**src/hw/rtl/moving_average_spike_reject_unit_assert.svh**
```systemverilog
// Assertion macros for the moving average spike reject unit.
// Included by the top level; expects clk and rst_n in scope.
`ifndef MOVING_AVERAGE_SPIKE_REJECT_UNIT_ASSERT_SVH
`define MOVING_AVERAGE_SPIKE_REJECT_UNIT_ASSERT_SVH

// Same-cycle implication, disabled while reset is asserted.
`define MSR_ASSERT_IMPLY(label, lhs, rhs) \
  label: assert property (@(posedge clk) disable iff (!rst_n) (lhs) |-> (rhs)) \
    else $error("moving average spike reject: same-cycle check failed");

// Next-cycle implication, disabled while reset is asserted.
`define MSR_ASSERT_NEXT(label, lhs, rhs) \
  label: assert property (@(posedge clk) disable iff (!rst_n) (lhs) |=> (rhs)) \
    else $error("moving average spike reject: next-cycle check failed");

`endif

```
**src/hw/rtl/msr_pkg.sv**
```systemverilog
// Shared constants and types for the moving average spike reject unit.
// Used by the top level, msr_window and msr_spike; depends on nothing.
package msr_pkg;

  localparam int WINDOW       = 50;
  localparam int CHANNELS     = 6;
  localparam int CH_W         = 3;
  localparam int SAMPLE_W     = 11;
  localparam int THR_W        = 11;
  localparam int SUM_W        = 17;
  localparam int THRESH_RESET = 30;

  localparam int CH_IDX_W   = (CHANNELS > 1) ? $clog2(CHANNELS) : 1;
  localparam int SLOT_W     = $clog2(WINDOW);
  localparam int DEPTH      = CHANNELS * WINDOW;
  localparam int ADDR_W     = $clog2(DEPTH);
  localparam int LIMIT_W    = THR_W + $clog2(WINDOW);
  localparam int DIFF_W     = SUM_W + 1;
  localparam int CMP_W      = (DIFF_W > LIMIT_W) ? DIFF_W : LIMIT_W;
  localparam int IN_DATA_W  = ((CH_W + SAMPLE_W + 7) / 8) * 8;
  localparam int OUT_DATA_W = ((CH_W + 2 * SUM_W + 7) / 8) * 8;

  typedef struct packed {
    logic                       valid;
    logic                       in_range;
    logic                       filled;
    logic [CH_W-1:0]            ch;
    logic signed [SAMPLE_W-1:0] sample;
    logic [ADDR_W-1:0]          addr;
  } msr_item_t;

endpackage

```
**src/hw/rtl/moving_average_spike_reject_unit.sv**
```systemverilog
// Top level of the per-channel moving average with spike rejection.
// Uses msr_pkg, msr_window, msr_spike and the assertion header.
//
//   Channel   Direction  Handshake          Contents
//   in_       slave      tvalid / tready    channel, sample
//   out_      master     tvalid / tready    channel_out, sums; tuser = spike flag
//   cfg_      slave      valid / ready      spike threshold
//
// An accepted input word is registered together with its sample RAM read; the
// sum update and spike compare are then registered into the result word.
// One word per cycle is sustained while the output is not stalled; consecutive words of the same channel need
// no bubble because the ring pointer advances at accept time.
// Reset is synchronous and needs no clearing pass: a per-channel fill flag
// makes unwritten ring slots read as zero.
// Input ready drops only while a result word is stalled at the output.
`include "moving_average_spike_reject_unit_assert.svh"

module moving_average_spike_reject_unit (
  input  logic                               clk,
  input  logic                               rst_n,
  input  logic                               in_tvalid,
  output logic                               in_tready,
  // [2:0] channel, [13:3] sample, [15:14] zero.
  input  logic [msr_pkg::IN_DATA_W-1:0]      in_tdata,
  output logic                               out_tvalid,
  input  logic                               out_tready,
  // [2:0] channel_out, [19:3] average_scaled, [36:20] filtered_scaled, [39:37] zero.
  output logic [msr_pkg::OUT_DATA_W-1:0]     out_tdata,
  // [0] spike_rejected.
  output logic                               out_tuser,
  input  logic                               cfg_valid,
  output logic                               cfg_ready,
  input  logic [msr_pkg::THR_W-1:0]          cfg_data
);
  import msr_pkg::*;

  logic [LIMIT_W-1:0]         limit_r;
  logic                       accept;
  logic                       take;
  msr_item_t                  item;
  logic signed [SAMPLE_W-1:0] old_sample;
  logic [CH_W-1:0]            out_ch;
  logic signed [SUM_W-1:0]    out_avg;
  logic signed [SUM_W-1:0]    out_filt;
  logic                       out_rej;

  assign cfg_ready = 1'b1;
  assign in_tready = !item.valid || take;
  assign accept    = in_tvalid && in_tready;

  always_ff @(posedge clk) begin
    if (!rst_n) begin
      limit_r <= LIMIT_W'(THRESH_RESET * WINDOW);
    end else if (cfg_valid && cfg_ready) begin
      limit_r <= LIMIT_W'(LIMIT_W'(cfg_data) * LIMIT_W'(WINDOW));
    end
  end

  msr_window u_window (
    .clk        (clk),
    .rst_n      (rst_n),
    .accept     (accept),
    .in_ch      (in_tdata[CH_W-1:0]),
    .in_sample  ($signed(in_tdata[CH_W+SAMPLE_W-1:CH_W])),
    .take       (take),
    .item       (item),
    .old_sample (old_sample)
  );

  msr_spike u_spike (
    .clk        (clk),
    .rst_n      (rst_n),
    .item       (item),
    .old_sample (old_sample),
    .limit      (limit_r),
    .out_ready  (out_tready),
    .take       (take),
    .out_valid  (out_tvalid),
    .out_ch     (out_ch),
    .out_avg    (out_avg),
    .out_filt   (out_filt),
    .out_rej    (out_rej)
  );

  assign out_tdata = OUT_DATA_W'({out_filt, out_avg, out_ch});
  assign out_tuser = out_rej;

  `MSR_ASSERT_IMPLY(a_stall_only_on_output, !in_tready, out_tvalid && !out_tready)
  `MSR_ASSERT_IMPLY(a_reject_holds_other, out_tvalid && out_rej, out_filt != out_avg)
  `MSR_ASSERT_IMPLY(a_pass_tracks_avg, out_tvalid && !out_rej, out_filt == out_avg)
  `MSR_ASSERT_NEXT(a_take_fills_output, take, out_tvalid)

endmodule

```
**src/hw/rtl/msr_ram.sv**
```systemverilog
// Generic single-write, single-read RAM with a registered read port.
// Stands alone; holds the per-channel sample rings.
module msr_ram #(
  parameter int WIDTH = 8,
  parameter int DEPTH = 16
) (
  input  logic                     clk,
  input  logic                     we,
  input  logic [$clog2(DEPTH)-1:0] waddr,
  input  logic [WIDTH-1:0]         wdata,
  input  logic                     re,
  input  logic [$clog2(DEPTH)-1:0] raddr,
  output logic [WIDTH-1:0]         rdata
);

  logic [WIDTH-1:0] mem [DEPTH];

  always_ff @(posedge clk) begin
    if (we) begin
      mem[waddr] <= wdata;
    end
    if (re) begin
      rdata <= mem[raddr];
    end
  end

endmodule

```
**src/hw/rtl/msr_window.sv**
```systemverilog
// Ring pointers, fill flags, sample RAM and the input register stage.
// Uses msr_pkg and msr_ram.
module msr_window (
  input  logic                               clk,
  input  logic                               rst_n,
  input  logic                               accept,
  input  logic [msr_pkg::CH_W-1:0]           in_ch,
  input  logic signed [msr_pkg::SAMPLE_W-1:0] in_sample,
  input  logic                               take,
  output msr_pkg::msr_item_t                 item,
  output logic signed [msr_pkg::SAMPLE_W-1:0] old_sample
);
  import msr_pkg::*;

  logic [SLOT_W-1:0]   slot_r   [CHANNELS];
  logic [CHANNELS-1:0] filled_r;
  msr_item_t           item_r;

  logic                in_range;
  logic [CH_IDX_W-1:0] idx;
  logic [SLOT_W-1:0]   slot_cur;
  logic                wrap;
  logic [ADDR_W-1:0]   addr;
  logic [SAMPLE_W-1:0] rdata;

  assign in_range = ({1'b0, in_ch} < (CH_W + 1)'(CHANNELS));
  assign idx      = in_ch[CH_IDX_W-1:0];
  assign slot_cur = in_range ? slot_r[idx] : '0;
  assign wrap     = (slot_cur == SLOT_W'(WINDOW - 1));
  assign addr     = ADDR_W'(ADDR_W'(in_ch) * ADDR_W'(WINDOW)) + ADDR_W'(slot_cur);

  always_ff @(posedge clk) begin
    if (!rst_n) begin
      for (int i = 0; i < CHANNELS; i++) begin
        slot_r[i] <= '0;
      end
      filled_r     <= '0;
      item_r.valid <= 1'b0;
    end else begin
      if (accept && in_range) begin
        slot_r[idx] <= wrap ? '0 : slot_cur + SLOT_W'(1);
        if (wrap) begin
          filled_r[idx] <= 1'b1;
        end
      end
      if (accept) begin
        item_r.valid    <= 1'b1;
        item_r.in_range <= in_range;
        item_r.filled   <= in_range ? filled_r[idx] : 1'b0;
        item_r.ch       <= in_ch;
        item_r.sample   <= in_sample;
        item_r.addr     <= addr;
      end else if (take) begin
        item_r.valid <= 1'b0;
      end
    end
  end

  msr_ram #(
    .WIDTH (SAMPLE_W),
    .DEPTH (DEPTH)
  ) u_ram (
    .clk   (clk),
    .we    (take && item_r.in_range),
    .waddr (item_r.addr),
    .wdata (item_r.sample),
    .re    (accept),
    .raddr (addr),
    .rdata (rdata)
  );

  assign item       = item_r;
  assign old_sample = item_r.filled ? $signed(rdata) : '0;

endmodule

```
**src/hw/rtl/msr_spike.sv**
```systemverilog
// Running sums, spike check against the accepted sum, and the result register.
// Uses msr_pkg.
module msr_spike (
  input  logic                                clk,
  input  logic                                rst_n,
  input  msr_pkg::msr_item_t                  item,
  input  logic signed [msr_pkg::SAMPLE_W-1:0] old_sample,
  input  logic [msr_pkg::LIMIT_W-1:0]         limit,
  input  logic                                out_ready,
  output logic                                take,
  output logic                                out_valid,
  output logic [msr_pkg::CH_W-1:0]            out_ch,
  output logic signed [msr_pkg::SUM_W-1:0]    out_avg,
  output logic signed [msr_pkg::SUM_W-1:0]    out_filt,
  output logic                                out_rej
);
  import msr_pkg::*;

  logic signed [SUM_W-1:0] wsum_r [CHANNELS];
  logic signed [SUM_W-1:0] asum_r [CHANNELS];
  logic                    out_valid_r;
  logic [CH_W-1:0]         out_ch_r;
  logic signed [SUM_W-1:0] out_avg_r;
  logic signed [SUM_W-1:0] out_filt_r;
  logic                    out_rej_r;

  logic [CH_IDX_W-1:0]      idx;
  logic signed [DIFF_W-1:0] sum_ext;
  logic signed [SUM_W-1:0]  sum;
  logic signed [SUM_W-1:0]  acc;
  logic signed [DIFF_W-1:0] diff;
  logic [DIFF_W-1:0]        mag;
  logic                     reject;

  assign idx     = item.ch[CH_IDX_W-1:0];
  assign acc     = asum_r[idx];
  assign sum_ext = DIFF_W'(wsum_r[idx]) - DIFF_W'(old_sample) + DIFF_W'(item.sample);
  assign sum     = sum_ext[SUM_W-1:0];
  assign diff    = DIFF_W'(sum) - DIFF_W'(acc);
  assign mag     = diff[DIFF_W-1] ? DIFF_W'(-diff) : DIFF_W'(diff);
  assign reject  = CMP_W'(mag) > CMP_W'(limit);
  assign take    = item.valid && (!out_valid_r || out_ready);

  always_ff @(posedge clk) begin
    if (!rst_n) begin
      for (int i = 0; i < CHANNELS; i++) begin
        wsum_r[i] <= '0;
        asum_r[i] <= '0;
      end
      out_valid_r <= 1'b0;
    end else begin
      if (take && item.in_range) begin
        wsum_r[idx] <= sum;
        if (!reject) begin
          asum_r[idx] <= sum;
        end
      end
      if (take) begin
        out_valid_r <= 1'b1;
      end else if (out_ready) begin
        out_valid_r <= 1'b0;
      end
    end
  end

  always_ff @(posedge clk) begin
    if (take) begin
      out_ch_r <= item.ch;
      if (item.in_range) begin
        out_avg_r  <= sum;
        out_filt_r <= reject ? acc : sum;
        out_rej_r  <= reject;
      end else begin
        out_avg_r  <= '0;
        out_filt_r <= '0;
        out_rej_r  <= 1'b0;
      end
    end
  end

  assign out_valid = out_valid_r;
  assign out_ch    = out_ch_r;
  assign out_avg   = out_avg_r;
  assign out_filt  = out_filt_r;
  assign out_rej   = out_rej_r;

endmodule

```
**config.mk**
```make
export PLATFORM = sky130hd
export DESIGN_NAME = moving_average_spike_reject_unit
export DESIGN_NICKNAME = d
export VERILOG_FILES = /design/src/hw/rtl/msr_pkg.sv /design/src/hw/rtl/moving_average_spike_reject_unit.sv /design/src/hw/rtl/msr_ram.sv /design/src/hw/rtl/msr_window.sv /design/src/hw/rtl/msr_spike.sv
export VERILOG_INCLUDE_DIRS = /design/src /design/src/hw/rtl
export SDC_FILE = /design/constraint.sdc
export NUM_CORES = 2
export LEC_CHECK = 0
export BUFFER_PORTS_ARGS = -buffer_cell sky130_fd_sc_hd__buf_2
export CAP_MARGIN = 20
export CORE_UTILIZATION = 55
export CTS_CLUSTER_SIZE = 28
export DETAILED_ROUTE_END_ITERATION = 12
export GPL_TIMING_DRIVEN = 1
export PLACE_DENSITY = 0.71
export SLEW_MARGIN = 20
export SYNTH_ARGS = -nofsm -noshare
export SYNTH_HDL_FRONTEND = slang
export SYNTH_SLANG_ARGS = --single-unit
```
**constraint.sdc**
```tcl
create_clock -name clk -period 16.5 [get_ports clk]
set_clock_uncertainty 0.05 [all_clocks]
set_input_delay 3.3 -clock clk [delete_from_list [all_inputs] [get_ports clk]]
set_output_delay 3.3 -clock clk [all_outputs]
set_load 0.005 [all_outputs]
```
### Word level (Yosys, flattened, before mapping)

Memory sizes are Yosys's and may differ from the RTL's. A register that Yosys moved wholly into a read port is not among the register bits.
Index checks and enable logic that the tools add are counted.

| storage, ports and cells | value |
|---|---|
| flip-flop bits (word level) | 87 |
| memory bits (writable) | 3540 |
| output and inout port bits | 44 |
| logic and storage cells | 83 |
| memories kept | 4 |

Memory list:

| memory | words | width | rd ports | clocked after Yosys merged registers in | write ports | RTL line | RTL |
|---|---|---|---|---|---|---|---|
| u_window.u_ram.mem | 300 | 11 | 1 | 1 | 1 | msr_ram.sv:16 | `logic [WIDTH-1:0] mem [DEPTH];` |
| u_spike.asum_r | 6 | 17 | 1 | 1 | 6 | msr_spike.sv:20 | `logic signed [SUM_W-1:0] asum_r [CHANNELS];` |
| u_spike.wsum_r | 6 | 17 | 1 | 1 | 6 | msr_spike.sv:19 | `logic signed [SUM_W-1:0] wsum_r [CHANNELS];` |
| u_window.slot_r | 6 | 6 | 1 | 0 | 6 | msr_window.sv:15 | `logic [SLOT_W-1:0] slot_r [CHANNELS];` |

| cells by class | value |
|---|---|
| add/subtract/negate cells | 6 |
| multiply operators | 2 |
| order comparisons | 4 |
| equal/unequal tests | 1 |
| mux-type cells | 36 |
| bitwise logic cells | 1 |
| reductions and logical operators | 16 |

Operators by type and width:

| kind | number |
|---|---|
| 17-bit two-way mux | 3 |
| 17-bit OR reduction | 2 |
| 1-bit two-way mux | 21 |
| 18-bit by 17-bit > comparator with 1-bit output | 1 |
| 18-bit two-way mux | 1 |
| 6-bit two-way mux | 3 |
| 18-bit negation | 1 |
| 17-bit by 17-bit subtractor with 18-bit output | 1 |
| 17-bit by 11-bit adder with 17-bit output | 1 |
| 17-bit by 11-bit subtractor with 17-bit output | 1 |
| 11-bit by 5-bit multiplier with 16-bit output, second input constant | 1 |
| 3-bit two-way mux | 5 |
| 11-bit two-way mux | 1 |
| 9-bit by 6-bit adder with 9-bit output | 1 |
| 3-bit by 5-bit multiplier with 8-bit output, second input constant | 1 |
| 6-bit by 1-bit adder with 6-bit output, second input constant | 1 |
| 6-bit equality test, second input constant | 1 |
| 6-bit OR | 1 |
| 6-bit OR reduction | 1 |
| 1-bit logical AND | 5 |
| 3-bit by 4-bit < comparator with 1-bit output, second input constant | 1 |
| 2-bit AND reduction | 2 |
| 2-bit nonzero test | 2 |
| 1-bit binary-select mux with 3-bit select | 1 |
| 5 further kinds | 7 |

### Longest topological paths before layout

| depth | value |
|---|---|
| word-level depth | 13 |
| mapped depth | 42 |
| mapped depth without buffers | 35 |

### Hierarchy

From an unflattened synthesis, not the netlist that was laid out.

| second synthesis, totals | value |
|---|---|
| cells, all modules | 7471 |
| area, all modules | 148824.0 um2 |

By module, submodules not included:

| module | times used | cells each | area each (um2) | sequential area each (um2) |
|---|---|---|---|---|
| msr_ram | 1 | 5832 | 127617.4 | 99425.4 |
| msr_spike | 1 | 1171 | 15752.6 | 9328.9 |
| msr_window | 1 | 290 | 3849.9 | 2332.2 |
| moving_average_spike_reject_unit | 1 | 178 | 1604.0 | 320.3 |

### Worst setup path after synthesis

OpenSTA, ideal clock, no wires.

| timing path | value |
|---|---|
| path kind | reg-to-reg |
| start | register u_window.item_r (netlist bit u_window.item[19]) |
| end | memory u_spike.asum_r[5][0], enable pin |
| setup time | 418 ps |
| arrival time | 12716 ps |
| required time | 16032 ps |
| setup slack | 3316 ps |
| cell stages (with the launch flop) | 38 |
| buffers on the path | 4 |
| cell sequence | edfxtp_1 inv_1 fa_1 inv_1 ha_1 clkbuf_1 and3_1 and2_1 o311a_1 o21a_1 o21ai_0 nand2b_1 a21o_1 a21oi_1 xor2_1 inv_1 ha_1 a21oi_1 [2 not listed] a21o_1 clkbuf_1 nand2_1 xnor2_1 ha_1 a21o_1 a21o_1 a21o_1 a21o_1 a21oi_1 nor2b_1 o21ai_0 a21oi_1 o31a_1 a31o_2 buf_6 buf_6 o31ai_1 |

RTL lines:

| item | RTL line | RTL |
|---|---|---|
| start: declaration | msr_window.sv:17 | `msr_item_t item_r;` |
| end: declaration | msr_spike.sv:20 |  |

==> results.cfg <==
[yosys]
async_flop_share_pct = 0
yosysTopAreaCell = edfxtp_1
syn_area_mm2 = 0.148
yosysUniqueCellTypes = 85
synth_most_common_cell = edfxtp_1
synth-main-ff-cell = edfxtp_1
yosys-top-cells-area = edfxtp_1 (75%), mux4_2 (14%), nor2_1 (1.5%), ha_1 (0.88%), nand2_1 (0.83%)
yosys_warnings = 0
synthCells = 7361
ys_top_cells_by_count = edfxtp_1 (3694), mux4_2 (924), nor2_1 (574)
synth.avg_cell_area_um2 = 20.0
yosysTopAreaCellShare_pct = 75.2
ys_ff_latch = 3721
ys_seq_area_share_pct = 75.6
synth_edf_count = 3694

[sta]
fin_crit_sh_pct = 63.9
rsz0062_at_grt = false
setup_viol = 0
finalHoldViolCount = 0
timing.final.crit_period_ps = 10550
slew_violations = 0
tns_ps = 0
slew_headroom_pct = 19.1
fmax_ghz = 0.0948
worst_pin_slew_ps = 1210
whs_ps = 443

[clock_network]
cts_resized = 0
cts_made_buffers = 366
cts_setup_buffers = 0
cts.path.max_buffers = 4
clk_pin_slew_ps = 60
cts_hold_buf = 0
insertion_delay_ps = 970
tritoncts = yes
htree_levels = 5
root_buffer = clkbuf_16
clock_sinks = 3721

[drt]
highest_layer = met5
firstDrtPassIters = 5
routedWlPerCell_um = 31.7
drcViolationCount = 0
vias_per_cell = 6.58
ant_nets = 0
wl_um = 363000
met3_length_um = 34500
drt_iter0_drc = 9560
m1WireLength_um = 137000
wl_met2_um = 175000
vias = 75200

[layout]
drive_gt1_share_pct = 24.1
nets = 7755
area_delta_synth_final_pct = 11.4
regArea_mm2 = 0.111
multi_input_area_mm2 = 0.0343
fillers = 17900
layout.cells.non_filler = 11400

[critical_path]
required_ps = 17020
startpoint_type = flop
end_kind = flop
cp_max_fo = 86
r2r_end = u_spike.asum_r[3][13]$_SDFFCE_PN0P_
rrSetupSlack_ps = 5950
critPathArrivalTime_ps = 11070
cp_slowest_stage_delay_ps = 750
cpMostUsedCell = a21o_1
critPathCapture = u_spike.asum_r[3][13]$_SDFFCE_PN0P_
critPathKind = flop to flop
reg2reg_depth = 36
crit_slowest_cell = dfxtp_4

[power]
swShare_pct = 29.7
internal-power_mw = 17.0
p_comb_share_pct = 22.1
seqPwrFrac_pct = 44.0
power_density_mw_per_mm2 = 147
ir_drop_v = 0.000886
p_leak_nw = 51.6
switching_power_mw = 7.16
pwr-share-clk_pct = 33.9

[grt]
grt_pass1_vias = 74800
antenna_found_initial = 13
grt_use_total_pct = 26.7
grt-ovfl-total = 0
grt_start_max_net_pins = 180
grt_pass1_wl_um = 521000

[floorplan]
start_util_pct = 55.5
fp.dieH_um = 520
io_pins = 76
die_area_mm2 = 0.270
die_w_um = 520
fp.coreArea_mm2 = 0.266
rows = 189

[status]
status = complete, no violations

[hold_path]
hp-class = flop to flop

[place]
numPortBuffers = 69
place_inst = 10700
dpl.hpwl_um = 216000
place_congestion = 0.908

[job]
maxCapViolations = 0
## cell usage in the layout (no fill, tap or decap), types with 65 or more instances in the layout
| cell | Yosys | layout |
|---|---|---|
| nand3_1 | 143 | 136 |
| a21oi_1 | 72 | 72 |
| buf_2 | 66 | 69 |
| clkbuf_1 | 264 | 65 |
| nand2_1 | 327 | 314 |
| nor2_1 | 574 | 444 |
| edfxtp_1 | 3694 | 3694 |
| nor2_2 | 0 | 130 |
| inv_1 | 149 | 148 |
| nor3_1 | 145 | 141 |
| mux4_2 | 924 | 924 |
| o22ai_1 | 99 | 99 |
| clkbuf_16 | 0 | 372 |
| ha_1 | 104 | 103 |
| a22oi_1 | 77 | 77 |
| mux2i_1 | 67 | 67 |
| clkinv_1 | 2 | 94 |
| buf_4 | 32 | 181 |
## through the flow
stage / setup WS (ps) / cell area [µm²] / power, mW / util (%)
4_1_cts: 6010 / 164000 / 24.1 / 61.6
2_1_floorplan: 3320 / 148000 / 14.6 / -
5_1_grt: 5500 / 164000 / 24.8 / 61.8
3_5_place_dp: 5880 / 152000 / 16.0 / 57.2
3_3_place_gp: 5770 / 152000 / 15.9 / 57.2
6_report: 5950 / 164000 / 24.1 / 61.8
## worst min path at each step
| stage | from | endpoint | slack, ps | depth (start not counted) |
|---|---|---|---|---|
| floorplan | u_window.item[21]$_DFFE_PP_ | u_spike.out_ch[1]$_DFFE_PP_ | 370 | 0 |
| global placement | u_window.filled_r[3]$_SDFFE_PN0P_ | u_window.filled_r[3]$_SDFFE_PN0P_ | 410 | 2 |
| detailed placement | u_window.filled_r[2]$_SDFFE_PN0P_ | u_window.filled_r[2]$_SDFFE_PN0P_ | 430 | 2 |
| CTS | u_window.filled_r[2]$_SDFFE_PN0P_ | u_window.filled_r[2]$_SDFFE_PN0P_ | 450 | 2 |
| global route | limit_r[6]$_SDFFE_PN1P_ | limit_r[6]$_SDFFE_PN1P_ | 460 | 2 |
| finish | u_window.filled_r[2]$_SDFFE_PN0P_ | u_window.filled_r[2]$_SDFFE_PN0P_ | 440 | 2 |
## critical path: cells and delay by family (launching register included)
kind | cells | cell delay [ps]
compound gates | 16 | 3850
buf+inv | 4 | 1060
flops | 1 | 750
mux | 2 | 860
xor+xnor | 2 | 820
fa+ha+maj | 4 | 1480
simple gates | 8 | 1160
## layer usage
metal  vias up  track usage (%)
met5         -            0.211
met4        10             11.3
met3       704             4.97
met2      4154             42.2
met1     39700             37.0
li1      30600                -
## layout make-up
type,instances,share of cell area (%)
Tap cell,3533,2.69
Multi-Input combinational cell,3090,20.8
Clock buffer,437,5.81
Inverter,154,0.353
Clock inverter,219,1.32
Antenna cell,6,0.00913
Sequential cell,3721,67.8
Timing Repair Buffer,262,1.18
## power by group through the flow
stage          combinational [mW]  sequential, mW  clock (mW)
6_report                     5.33            10.6        8.19
5_1_grt                      5.61            10.6        8.58
4_1_cts                      5.26            10.6        8.25
3_5_place_dp                 5.23            10.8           0
3_3_place_gp                 5.14            10.8           0
2_1_floorplan                3.77            10.8           0
## sequential cells by signal, indices dropped and copies added, names as in the netlist, named ones only
signal / count
u_window.u_ram.mem: 3300
u_spike.out_ch: 3
u_spike.out_rej: 1
u_window.filled_r: 6
u_spike.wsum_r: 136
u_spike.out_filt: 17
u_spike.out_avg: 17
u_spike.asum_r: 136
u_window.item: 26
u_window.slot_r: 48
limit_r: 16
u_window.u_ram.rdata: 11
u_spike.out_valid: 1
## cells by family after synthesis
group / count (synthesis) / share of synthesized area, %
other: 2 / 0.00509
buffers and inverters: 552 / 1.61
DFF: 3721 / 75.6
xor gates and xnor gates: 67 / 0.422
and+or+nand+nor: 1387 / 4.14
AOI/OAI and AO/OA: 489 / 2.28
muxes: 1013 / 14.8
adders and majority gates: 130 / 1.22
No activity file was read; power rests on OpenSTA's default activity.
